## config.mk

```make
export PLATFORM = sky130hd
export DESIGN_NAME = pcam_ram
export DESIGN_NICKNAME = d
export VERILOG_FILES = /design/src/design/pcam_ram.sv
export SDC_FILE = /design/constraint.sdc
export NUM_CORES = 1
export LEC_CHECK = 0
export ABC_AREA = 1
export BUFFER_PORTS_ARGS = -buffer_cell sky130_fd_sc_hd__buf_2
export CAP_MARGIN = 0
export CORE_MARGIN = 2
export CORE_UTILIZATION = 50
export DETAILED_ROUTE_END_ITERATION = 12
export MAX_ROUTING_LAYER = met4
export PLACE_DENSITY = 0.79
export SYNTH_ARGS = -nofsm -noshare
export SYNTH_HDL_FRONTEND = slang
export SYNTH_SLANG_ARGS = --single-unit
export TNS_END_PERCENT = 5
```

## constraint.sdc

```tcl
create_clock -name clock -period 1.45 [get_ports clock]
set_clock_uncertainty 0.2 [all_clocks]
set_input_delay 0.0725 -clock clock [delete_from_list [all_inputs] [get_ports clock]]
set_output_delay 0.0725 -clock clock [all_outputs]
set_load 0.02 [all_outputs]
```

## src/design/pcam_ram.sv

```systemverilog
// generic single-write, single-read memory with registered read data
module pcam_ram #(
   parameter int WIDTH = 8,
   parameter int DEPTH = 16,
   parameter int AW    = (DEPTH > 1) ? $clog2(DEPTH) : 1
) (
   input  logic             clock,
   input  logic             wr_en,
   input  logic [AW-1:0]    wr_addr,
   input  logic [WIDTH-1:0] wr_data,
   input  logic [AW-1:0]    rd_addr,
   output logic [WIDTH-1:0] rd_data
);

   logic [WIDTH-1:0] mem [DEPTH];
   logic [WIDTH-1:0] rd_data_ff;

   always_ff @(posedge clock) begin
      if (wr_en) begin
         mem[wr_addr] <= wr_data;
      end
      rd_data_ff <= mem[rd_addr];
   end

   assign rd_data = rd_data_ff;

endmodule

```

---- Word-level counts from Yosys, hierarchy flattened ----
Memories as Yosys holds them, arrays and structs flattened. A register that Yosys moved wholly into a read port is not among the register bits.
Index checks and enable logic that the tools add are counted.
storage, ports and cells
  bits in registers ....................... 0
  bits in writable memories ............... 128
  output and inout bits ................... 8
  logic and storage cells ................. 3
  memories kept ........................... 1
memories
  memory  words  width  rd ports  clocked after Yosys merged registers in  write ports  RTL line  source
  mem     16     8      1         1                                        1            15        logic [WIDTH-1:0] mem [DEPTH];
operators by class
  multiplexer cells ....................... 2
operators with widths
  kind    number
  $mux 1  2

---- Longest topological paths before layout ----
Gate-level depths: netlist of run 1.
  depth after elaboration ................. 2
  gate-level depth with buffers ........... 8
  gate-level depth less buffers ........... 7

---- Worst setup path after synthesis of run 1 ----
Ideal clock, no wire load.
  kind .................................... input-to-reg
  start point ............................. input wr_addr[2]
  end point ............................... memory mem[10][0], enable pin
  arrival time ............................ 653 ps
  required time ........................... 880 ps
  slack ................................... 227 ps
  stages .................................. 2
  path through ............................ nand3b_1 -> nor2_1
RTL lines
  item             RTL line  source
  start, declared  9         input logic [AW-1:0] wr_addr,
  end, declared    15
Straight into the memory's write port.

---- Worst setup path after layout of run 1 ----
  start point ............................. register rd_data_ff[4] (netlist: rd_data[4]), read port of mem
  end point ............................... output rd_data[4]
RTL lines
  item             RTL line  source
  start, declared  16        logic [WIDTH-1:0] rd_data_ff;
  end, declared    12        output logic [WIDTH-1:0] rd_data
No word-level cell between the ends.

==> results of run 1 <==
-- power by group --
part / internal [mW] / switching (mW) / total, mW
sequential: 4.40 / 0.0284 / 4.43
clock: 2.43 / 1.49 / 3.92
combinational: 0.186 / 0.376 / 0.561
total: 7.01 / 1.89 / 8.90
-- kinds of logic after synthesis --
logic type / count (synthesis) / synth area share [%]
flip-flops: 136 / 69.4
AND/OR/NAND/NOR: 289 / 21.0
buffers and inverters: 126 / 9.52
-- final cells by class --
cell class | count | area (um2) | share of cell area (%)
flip-flops and latches | 136 | 4000 | 59.2
clock inverters | 9 | 77.6 | 1.15
clock buffers | 23 | 468 | 6.92
inverters | 102 | 383 | 5.66
well taps | 143 | 179 | 2.65
multi-input cells | 289 | 1210 | 18.0
repair buffers | 60 | 435 | 6.44
-- worst paths after layout --
kind | start | endpoint | slack (ns)
max | rd_data[4]$_DFF_P_ | rd_data[4] | 0.23
min reg2reg | mem[12][5]$_DFFE_PP_ | rd_data[5]$_DFF_P_ | 0.47
min | rd_addr[2] | rd_data[7]$_DFF_P_ | 0.03
max reg2reg | mem[15][2]$_DFFE_PP_ | rd_data[2]$_DFF_P_ | 0.29
-- stage by stage --
| stage | std cells | cell area, um2 |
|---|---|---|
| floorplan | 551 | 5770 |
| global placement | 721 | 6120 |
| detailed placement | 721 | 6120 |
| CTS | 762 | 6760 |
| global route | 762 | 6760 |
| finish | 762 | 6760 |
-- state kept, by name, summed over array words and instances, names as in the netlist --
| signal | flops |
|---|---|
| mem | 128 |
| rd_data | 8 |
-- per-layer routing --
metal  part of all wire, %  routed length, um  GRT usage (%)
met3                   5.8                680           4.52
met1                    42               5010           26.5
met2                    50               5840           32.2
met5                     0                  0              -
met4                   2.3                268           9.47
-- layout by cell type, fill, tap and decap left out --
master,Yosys,final
inv_2,2,2
clkinv_2,0,5
nand3b_1,2,2
nand2_1,173,173
buf_4,4,24
clkbuf_16,0,17
nand3_1,97,97
bufinv_16,0,1
clkinvlp_4,0,3
edfxtp_1,128,128
nor2_1,17,17
inv_1,100,100
clkbuf_8,0,2
dfxtp_1,8,8
buf_12,0,2
clkbuf_1,0,4
dlygate4sd3_1,0,9
buf_2,13,25
-- repair_timing --
| action | CTS | global route |
|---|---|---|
| hold buffers | 9 | 0 |
| setup buffers | 0 | 0 |
| endpoints found under the hold margin | 136 | 0 |
| resized for setup | 0 | 0 |
==> impl_metrics.env, run 1 <==
export IMPL_layout_setup_ws_ns=0.230
export IMPL_grtUsageTotal_pct=20.7
export IMPL_cts_root_buf="clkbuf_16"
export IMPL_slew_viol_final=0
export IMPL_clock_fmax_mhz=820
export IMPL_power_mw=8.90
export IMPL_yosysTopAreaCell="edfxtp_1"
export IMPL_final_util_pct=59.7
export IMPL_timing_final_hold_violations=0
export IMPL_grt_start_max_net_pins=65
export IMPL_htree_levels=4
export IMPL_synthTopCellsByArea="edfxtp_1 (67%), nand2_1 (11%), nand3_1 (8.4%)"
export IMPL_synth_edf_count=128
export IMPL_cp_depth=1
export IMPL_rows=39
export IMPL_hpwl_um=7520
export IMPL_ys_warn_count=0
export IMPL_grt_pass1_wl_um=19100
export IMPL_fp_dieW_um=111
export IMPL_end_kind="output pin"
export IMPL_power_density_nw_per_um2=1320
export IMPL_syn_to_final_growth_pct=17.2
export IMPL_cp_max_fo=1
export IMPL_drc=0
export IMPL_critPathLaunchType="register"
export IMPL_peakVddDrop_uv=630
export IMPL_ys_seq_area_share_pct=69.4
export IMPL_ys_types=12
export IMPL_numCtsBuffers=17
export IMPL_syn_area_um2=5770
export IMPL_netlist_instances=551
export IMPL_cpPeakStageDelay_ns=0.36
export IMPL_overflow=0
export IMPL_vias=3932
export IMPL_async_reset_ff_share_pct=0
export IMPL_rsz0062_at_grt="no"
export IMPL_viasPerCell=5.16
export IMPL_setup_viol=0
export IMPL_path_cells="buf_2"
export IMPL_grt_pass1_vias=3938
export IMPL_pin_count=26
export IMPL_clock_sinks=136
export IMPL_synth_most_common_cell="nand2_1"
export IMPL_tightest_slew_ns=0.317
export IMPL_netlist_area_leader_share_pct=66.7
export IMPL_start_util_pct=50.9
export IMPL_synth_main_ff_cell="edfxtp_1"
export IMPL_dr_pass1_iters=5
export IMPL_avgRoutedWirePerCell_um=15.5
export IMPL_maxCapViolCount=0
export IMPL_status="complete, no violations"
export IMPL_setup_tns_final_ns=0
export IMPL_ys_seq_elements=136
export IMPL_layout_nets=624
export IMPL_drtIter0Drc=375
export IMPL_die_area_um2=12400
export IMPL_rr_worst_depth=6
export IMPL_diodes=0
export IMPL_worstPathRequired_ns=1.18
export IMPL_clkSlewWorstSetupHoldPaths_ns=0.06
export IMPL_worstPathArrival_ns=0.95
export IMPL_globalplace_congestion=0.834
export IMPL_clk_path_buf_depth=2
export IMPL_cellLeakagePower_nw=2.96
export IMPL_die_h_um=111
export IMPL_critPathBufInv=1
export IMPL_hold_ws_ns=0.0321
export IMPL_min_path_type="input port to register"
export IMPL_fillers=909
export IMPL_relSlewSlack_pct=78.9
export IMPL_drive_above_1_share_pct=13.1
export IMPL_ant_nets=0
export IMPL_routed_wl_um=11800
export IMPL_min_path_cells=6
export IMPL_pre_cts_slack_ns=0.151
export IMPL_fin_crit_ns=1.22
export IMPL_finalCritPeriodShare_pct=84.1
export IMPL_synth_common_cells="nand2_1 (173), edfxtp_1 (128), inv_1 (100)"
export IMPL_critical_path_class="register to output pin"
export IMPL_cts_tree="yes"
export IMPL_avgSynthCellArea_um2=10.5
export IMPL_core_area_um2=11300
export IMPL_clkLatencyLatePin_ns=0.41
export IMPL_portBuffers=25
export IMPL_cpMaxStageDelayCell="dfxtp_1"
export IMPL_synth_nets=569
export IMPL_antenna_found_initial=0
export IMPL_crit_family="flip-flops"
No activity file was read; power rests on OpenSTA's default activity.
==> run 2, diff against run 1 <==
--- a/config.mk
+++ b/config.mk
@@ -12,7 +12,7 @@
 export CORE_UTILIZATION = 50
 export DETAILED_ROUTE_END_ITERATION = 12
 export MAX_ROUTING_LAYER = met4
-export PLACE_DENSITY = 0.79
+export PLACE_DENSITY = 0.82
 export SYNTH_ARGS = -nofsm -noshare
 export SYNTH_HDL_FRONTEND = slang
 export SYNTH_SLANG_ARGS = --single-unit
==> constraint.sdc (replaced) <==
create_clock -name clock -period 1.1 [get_ports clock]
set_clock_uncertainty 0.2 [all_clocks]
set_input_delay 0.055 -clock clock [delete_from_list [all_inputs] [get_ports clock]]
set_output_delay 0.055 -clock clock [all_outputs]
set_load 0.02 [all_outputs]
==> run 2 against run 1 <==
Net effect:
- the flow now finishes with violations (hold timing, setup timing)
- first-iteration DRC count increased by 41%
- clock-buffer cell count decreased by 3
- critical path depth increased by 5
- via count increased by 4.6%
- register-to-register slack got worse by 0.38 ns
- flip-flop and latch count unchanged
- die area unchanged
- global-route usage increased by 2.6 points
- clock power increased by 52%
- routed wire length increased by 15%
- hold slack got worse by 0.068 ns
- largest cell class unchanged
- highest routed layer unchanged
==> impl_metrics.env, run 2 (same netlist as run 1, synthesis figures left out) <==
export IMPL_clk_path_buf_depth=2
export IMPL_diodes=0
export IMPL_fillers=764
export IMPL_numCtsBuffers=17
export IMPL_dr_pass1_iters=5
export IMPL_pin_count=26
export IMPL_syn_to_final_growth_pct=23.7
export IMPL_status="complete, but fails checks"
export IMPL_final_common_cell="nand2_1"
export IMPL_portBuffers=25
export IMPL_dp_cells=723
export IMPL_die_h_um=111
export IMPL_cpMaxStageDelayCell="edfxtp_1"
export IMPL_clock_fmax_mhz=839
export IMPL_hold_ws_ns=-0.0356
export IMPL_clock_sinks=136
export IMPL_hpwl_um=7560
export IMPL_path_cells="inv_1 -> nand2_1 -> nand3_2 -> nand3_1 -> nand3_2 -> nand2_2"
export IMPL_relSlewSlack_pct=71.9
export IMPL_largest_reg_flops=128
export IMPL_setup_viol=16
export IMPL_stdcell_count=764
export IMPL_end_kind="register"
export IMPL_die_area_um2=12400
export IMPL_viasPerCell=5.38
export IMPL_start_util_pct=50.9
export IMPL_min_path_type="input port to register"
export IMPL_grt_pass1_wl_um=21000
export IMPL_fin_crit_ns=1.19
export IMPL_fin_area_um2=7130
export IMPL_top_register="mem"
export IMPL_postPlaceCellArea_um2=6190
export IMPL_antenna_found_initial=0
export IMPL_worstPathRequired_ns=1.21
export IMPL_globalplace_congestion=0.851
export IMPL_clkSlewWorstSetupHoldPaths_ns=0.06
export IMPL_violations="hold timing, setup timing"
export IMPL_routed_wl_um=13600
export IMPL_worstPathArrival_ns=1.30
export IMPL_maxCapViolCount=0
export IMPL_tightest_slew_ns=0.419
export IMPL_ctsHoldBuffers=9
export IMPL_htree_levels=4
export IMPL_drive_above_1_share_pct=21.3
export IMPL_critPathLaunchType="register"
export IMPL_power_density_nw_per_um2=1780
export IMPL_grtUsageTotal_pct=23.4
export IMPL_peakVddDrop_uv=1250
export IMPL_overflow=0
export IMPL_drc=0
export IMPL_drtIter0Drc=527
export IMPL_cellLeakagePower_nw=3.11
export IMPL_ant_nets=0
export IMPL_rsz0062_at_grt="yes"
export IMPL_core_area_um2=11300
export IMPL_vias=4111
export IMPL_timing_final_hold_violations=5
export IMPL_clkLatencyLatePin_ns=0.42
export IMPL_layout_nets=626
export IMPL_critical_path_class="register to register"
export IMPL_fp_dieW_um=111
export IMPL_grt_pass1_vias=3995
export IMPL_layout_setup_ws_ns=-0.0923
export IMPL_avgRoutedWirePerCell_um=17.8
export IMPL_cts_tree="yes"
export IMPL_crit_path_frequent_cell="nand3_2"
export IMPL_slew_viol_final=0
export IMPL_cpPeakStageDelay_ns=0.37
export IMPL_rows=39
export IMPL_grt_start_max_net_pins=65
export IMPL_pre_cts_slack_ns=-0.219
export IMPL_cts_root_buf="clkbuf_16"
export IMPL_finalCritPeriodShare_pct=108
export IMPL_cp_max_fo=1
export IMPL_layout_common_cells="nand2_1 (167), edfxtp_1 (128), inv_1 (97)"
run 2: changes by cell type in the layout (fill, tap and decap cells not counted), moves of 4 or more:
cell     before  now
nand3_2       0   30
nand2_2       0    6
dfxtp_1       8    0
dfxtp_2       0    8
buf_6         0    8
buf_12        2    6
buf_2        25   17
nand3_1      97   67
nand2_1     173  167
run 2: worst paths after layout:
check	startpoint	to	slack [ns]	depth (start not counted)
max reg2reg	mem[1][0]$_DFFE_PP_	rd_data[0]$_DFF_P_	-0.09	6
min reg2reg	mem[12][1]$_DFFE_PP_	rd_data[1]$_DFF_P_	0.47	6
max	mem[1][0]$_DFFE_PP_	rd_data[0]$_DFF_P_	-0.09	6
min	rd_addr[3]	rd_data[4]$_DFF_P_	-0.04	4
run 2: critical path: cells and delay by family (launching register included):
kind	cells	cell delay [ns]
flops	1	0.37
simple gates	5	0.44
buf+inv	1	0.08
run 2: layout make-up:
cell class,count,area [um2],share of cell area [%]
clock buffer,20,457,6.40
clock inverter,12,173,2.42
inverter,102,383,5.37
multi-input combinational,289,1380,19.3
sequential,136,4010,56.3
tap,143,179,2.51
timing repair buffer,62,551,7.72
run 2: report_power, final:
part	total, mW	internal (mW)	switching [mW]
combinational	0.920	0.327	0.592
sequential	5.85	5.80	0.0472
clock	5.95	3.90	2.04
total	12.7	10.0	2.68
run 2: through the flow:
step                      TNS (ns)  power (mW)  utilization [%]  hold slack, ns
after floorplan             -10.66        6.38                -         -0.0461
after global placement      -12.02        6.68             54.7           0.220
after detailed placement    -13.94        6.70             54.7           0.225
after CTS                   -0.585        12.7             62.6         -0.0581
after global routing         -1.28        13.0             63.0         -0.0165
final                       -0.680        12.7             63.0         -0.0356
run 2: timing repair:
item                                    4_1_cts  5_1_grt
endpoints found under the setup margin       16       16
hold endpoints to repair                    136        1
gates cloned                                  0        0
pin swaps                                    23       10
buffers inserted                              0        0
gates resized for setup                      49       14
run 2: routing by layer:
layer	GRT usage (%)	wire length [um]	up-vias
met1	28.4	5110	1908
li1	-	-	1888
met5	-	0	-
met2	36.6	6730	260
met4	13.4	607	0
met3	4.68	1120	55
==> run 3, diff against run 2 <==
--- a/config.mk
+++ b/config.mk
@@ -12,7 +12,7 @@
 export CORE_UTILIZATION = 50
 export DETAILED_ROUTE_END_ITERATION = 12
 export MAX_ROUTING_LAYER = met4
-export PLACE_DENSITY = 0.82
+export PLACE_DENSITY = 0.79
 export SYNTH_ARGS = -nofsm -noshare
 export SYNTH_HDL_FRONTEND = slang
 export SYNTH_SLANG_ARGS = --single-unit
==> constraint.sdc (replaced) <==
create_clock -name clock -period 1.4 [get_ports clock]
set_clock_uncertainty 0.2 [all_clocks]
set_input_delay 0.07 -clock clock [delete_from_list [all_inputs] [get_ports clock]]
set_output_delay 0.07 -clock clock [all_outputs]
set_load 0.02 [all_outputs]
==> run 3 against run 2 <==
Net effect:
- combinational power shrank 35%
- global-route usage is 2.1 points lower
- clock-buffer cell count shrank 2
- highest routed layer unchanged
- sequential share of layout area grew 1.9 points
- non-clock buffer count up 1
- worst setup slack better by 0.16 ns
- register-to-register slack better by 0.31 ns
- first-iteration DRC count down 46%
- critical endpoint is now rd_data[2]$_DFF_P_
- critical path type is now input port to register
- flip-flop and latch count unchanged
- routed wire length down 12%
- largest power group unchanged
- final area decreased by 3.5%
- the flow now finishes without violations
- final cell count is 0.13% higher
==> impl_metrics.env, run 3 (same netlist as run 1, synthesis figures left out) <==
export IMPL_worstPathArrival_ns=1.48
export IMPL_grtUsageTotal_pct=21.2
export IMPL_status="complete, no violations"
export IMPL_viasPerCell=5.11
export IMPL_clock_fmax_mhz=751
export IMPL_grt_start_max_net_pins=65
export IMPL_clk_path_buf_depth=2
export IMPL_setup_tns_final_ns=0
export IMPL_path_cells="dlygate4sd3_1 -> clkbuf_4 -> inv_2 -> buf_6 -> nand3_1 -> nand3_1 -> nand3_1 -> nand2_1"
export IMPL_cpPeakStageDelay_ns=0.53
export IMPL_cp_depth=8
export IMPL_clkLatencyLatePin_ns=0.41
export IMPL_top_register="mem"
export IMPL_clkSlewWorstSetupHoldPaths_ns=0.06
export IMPL_drc=0
export IMPL_drive_above_1_share_pct=13.7
export IMPL_min_from="wr_addr[0]"
export IMPL_final_util_pct=60.8
export IMPL_syn_to_final_growth_pct=19.4
export IMPL_critical_path_class="input port to register"
export IMPL_end_kind="register"
export IMPL_cts_tree="yes"
export IMPL_post_cts_setup_buffer_count=0
export IMPL_worstPathRequired_ns=1.55
export IMPL_dr_pass1_iters=7
export IMPL_cpMaxStageDelayCell="dlygate4sd3_1"
export IMPL_clock_sinks=136
export IMPL_diodes=0
export IMPL_die_h_um=111
export IMPL_numCtsBuffers=17
export IMPL_start_util_pct=50.9
export IMPL_stdcell_count=765
export IMPL_routed_wl_um=11900
export IMPL_dp_cells=722
export IMPL_portBuffers=25
export IMPL_layout_common_cells="nand2_1 (173), edfxtp_1 (128), inv_1 (100)"
export IMPL_fp_dieW_um=111
export IMPL_largest_reg_flops=128
export IMPL_timing_final_hold_violations=0
export IMPL_relSlewSlack_pct=75.8
export IMPL_power_density_nw_per_um2=1440
export IMPL_antenna_found_initial=0
export IMPL_overflow=0
export IMPL_peakVddDrop_uv=730
export IMPL_htree_levels=4
export IMPL_finalCritPeriodShare_pct=95.1
export IMPL_final_common_cell="nand2_1"
export IMPL_layout_nets=627
export IMPL_cp_max_fo=18
export IMPL_rows=39
export IMPL_core_area_um2=11300
export IMPL_r2r_end="rd_data[2]$_DFF_P_"
export IMPL_pin_count=26
export IMPL_min_to="mem[7][4]$_DFFE_PP_"
export IMPL_rrSetupSlack_ns=0.22
export IMPL_crit_path_frequent_cell="nand3_1"
export IMPL_crit_family="buffers and inverters"
export IMPL_min_path_type="input port to register"
export IMPL_critPathLaunch="rd_addr[1]"
export IMPL_globalplace_congestion=0.892
export IMPL_min_path_cells=4
export IMPL_slew_viol_final=0
export IMPL_rr_worst_depth=6
export IMPL_fin_crit_ns=1.33
export IMPL_rsz0062_at_grt="no"
export IMPL_maxCapViolCount=0
export IMPL_ant_nets=0
export IMPL_critPathBufInv=4
export IMPL_setup_viol=0
export IMPL_vias=3910
export IMPL_cts_root_buf="clkbuf_16"
export IMPL_grt_pass1_wl_um=19500
export IMPL_grt_pass1_vias=3895
export IMPL_tightest_slew_ns=0.363
export IMPL_die_area_um2=12400
export IMPL_hpwl_um=7570
export IMPL_regToRegStartpoint="mem[15][2]$_DFFE_PP_"
export IMPL_drtIter0Drc=286
export IMPL_avgRoutedWirePerCell_um=15.5
export IMPL_critPathLaunchType="input port"
export IMPL_cellLeakagePower_nw=3.03
==> run 3: cell count changes in the layout (fill, tap and decap cells not counted), moves of 3 or more <==
cell / before / now
buf_12: 6 / 2
buf_2: 17 / 24
buf_6: 8 / 2
clkinv_2: 3 / 6
dfxtp_1: 0 / 8
dfxtp_2: 8 / 0
inv_1: 97 / 100
inv_2: 5 / 2
nand2_1: 167 / 173
nand2_2: 6 / 0
nand3_1: 67 / 97
nand3_2: 30 / 0
==> run 3: layout make-up <==
cell class              instances  area [um2]
fillers                       890        4430
flip-flops and latches        136        4000
multi-input cells             289        1210
repair buffers                 63         473
clock buffers                  18         429
inverters                     102         383
clock inverters                14         205
well taps                     143         179
==> run 3: layer usage <==
metal / GRT usage, % / share of wire (%) / vias to the layer above
li1: - / - / 1888
met1: 26.6 / 42 / 1844
met2: 33.3 / 49 / 149
met3: 5.12 / 6.5 / 29
met4: 9.05 / 2.2 / 0
met5: - / 0 / -
==> run 3: how the worst max path moves through the flow <==
stage | to
after floorplan | mem[10][0]$_DFFE_PP_
after global placement | rd_data[2]$_DFF_P_
after detailed placement | rd_data[2]$_DFF_P_
after CTS | rd_data[2]$_DFF_P_
after global routing | rd_data[3]$_DFF_P_
final | rd_data[2]$_DFF_P_
==> run 3: worst register-to-register path, stage by stage, from the launching register on <==
cell      delay [ns]
edfxtp_1        0.36
inv_1           0.06
nand2_1         0.05
nand3_1         0.11
nand3_1         0.09
nand3_1         0.11
nand2_1         0.09
==> run 3: power by group <==
part           switching [mW]  internal (mW)
Clock                    1.58           3.14
Combinational           0.395          0.200
Sequential             0.0293           4.55
Total                    2.01           7.89
==> run 3: per-stage QoR <==
stage	hold slack (ns)	power, mW	instance area [um2]	setup slack [ns]
4_1_cts	0.0909	9.95	6880	0.0472
2_1_floorplan	-0.0311	5.01	5770	0.179
3_3_place_gp	0.256	5.21	6130	0.131
5_1_grt	0.117	10.2	6890	0.0233
6_report	0.103	9.90	6890	0.0682
3_5_place_dp	0.272	5.23	6130	0.116
==> run 3: timing repair <==
action,CTS,global route
endpoints found under the hold margin,136,0
hold buffers,11,0
resized for setup,0,3
endpoints found under the setup margin,0,4
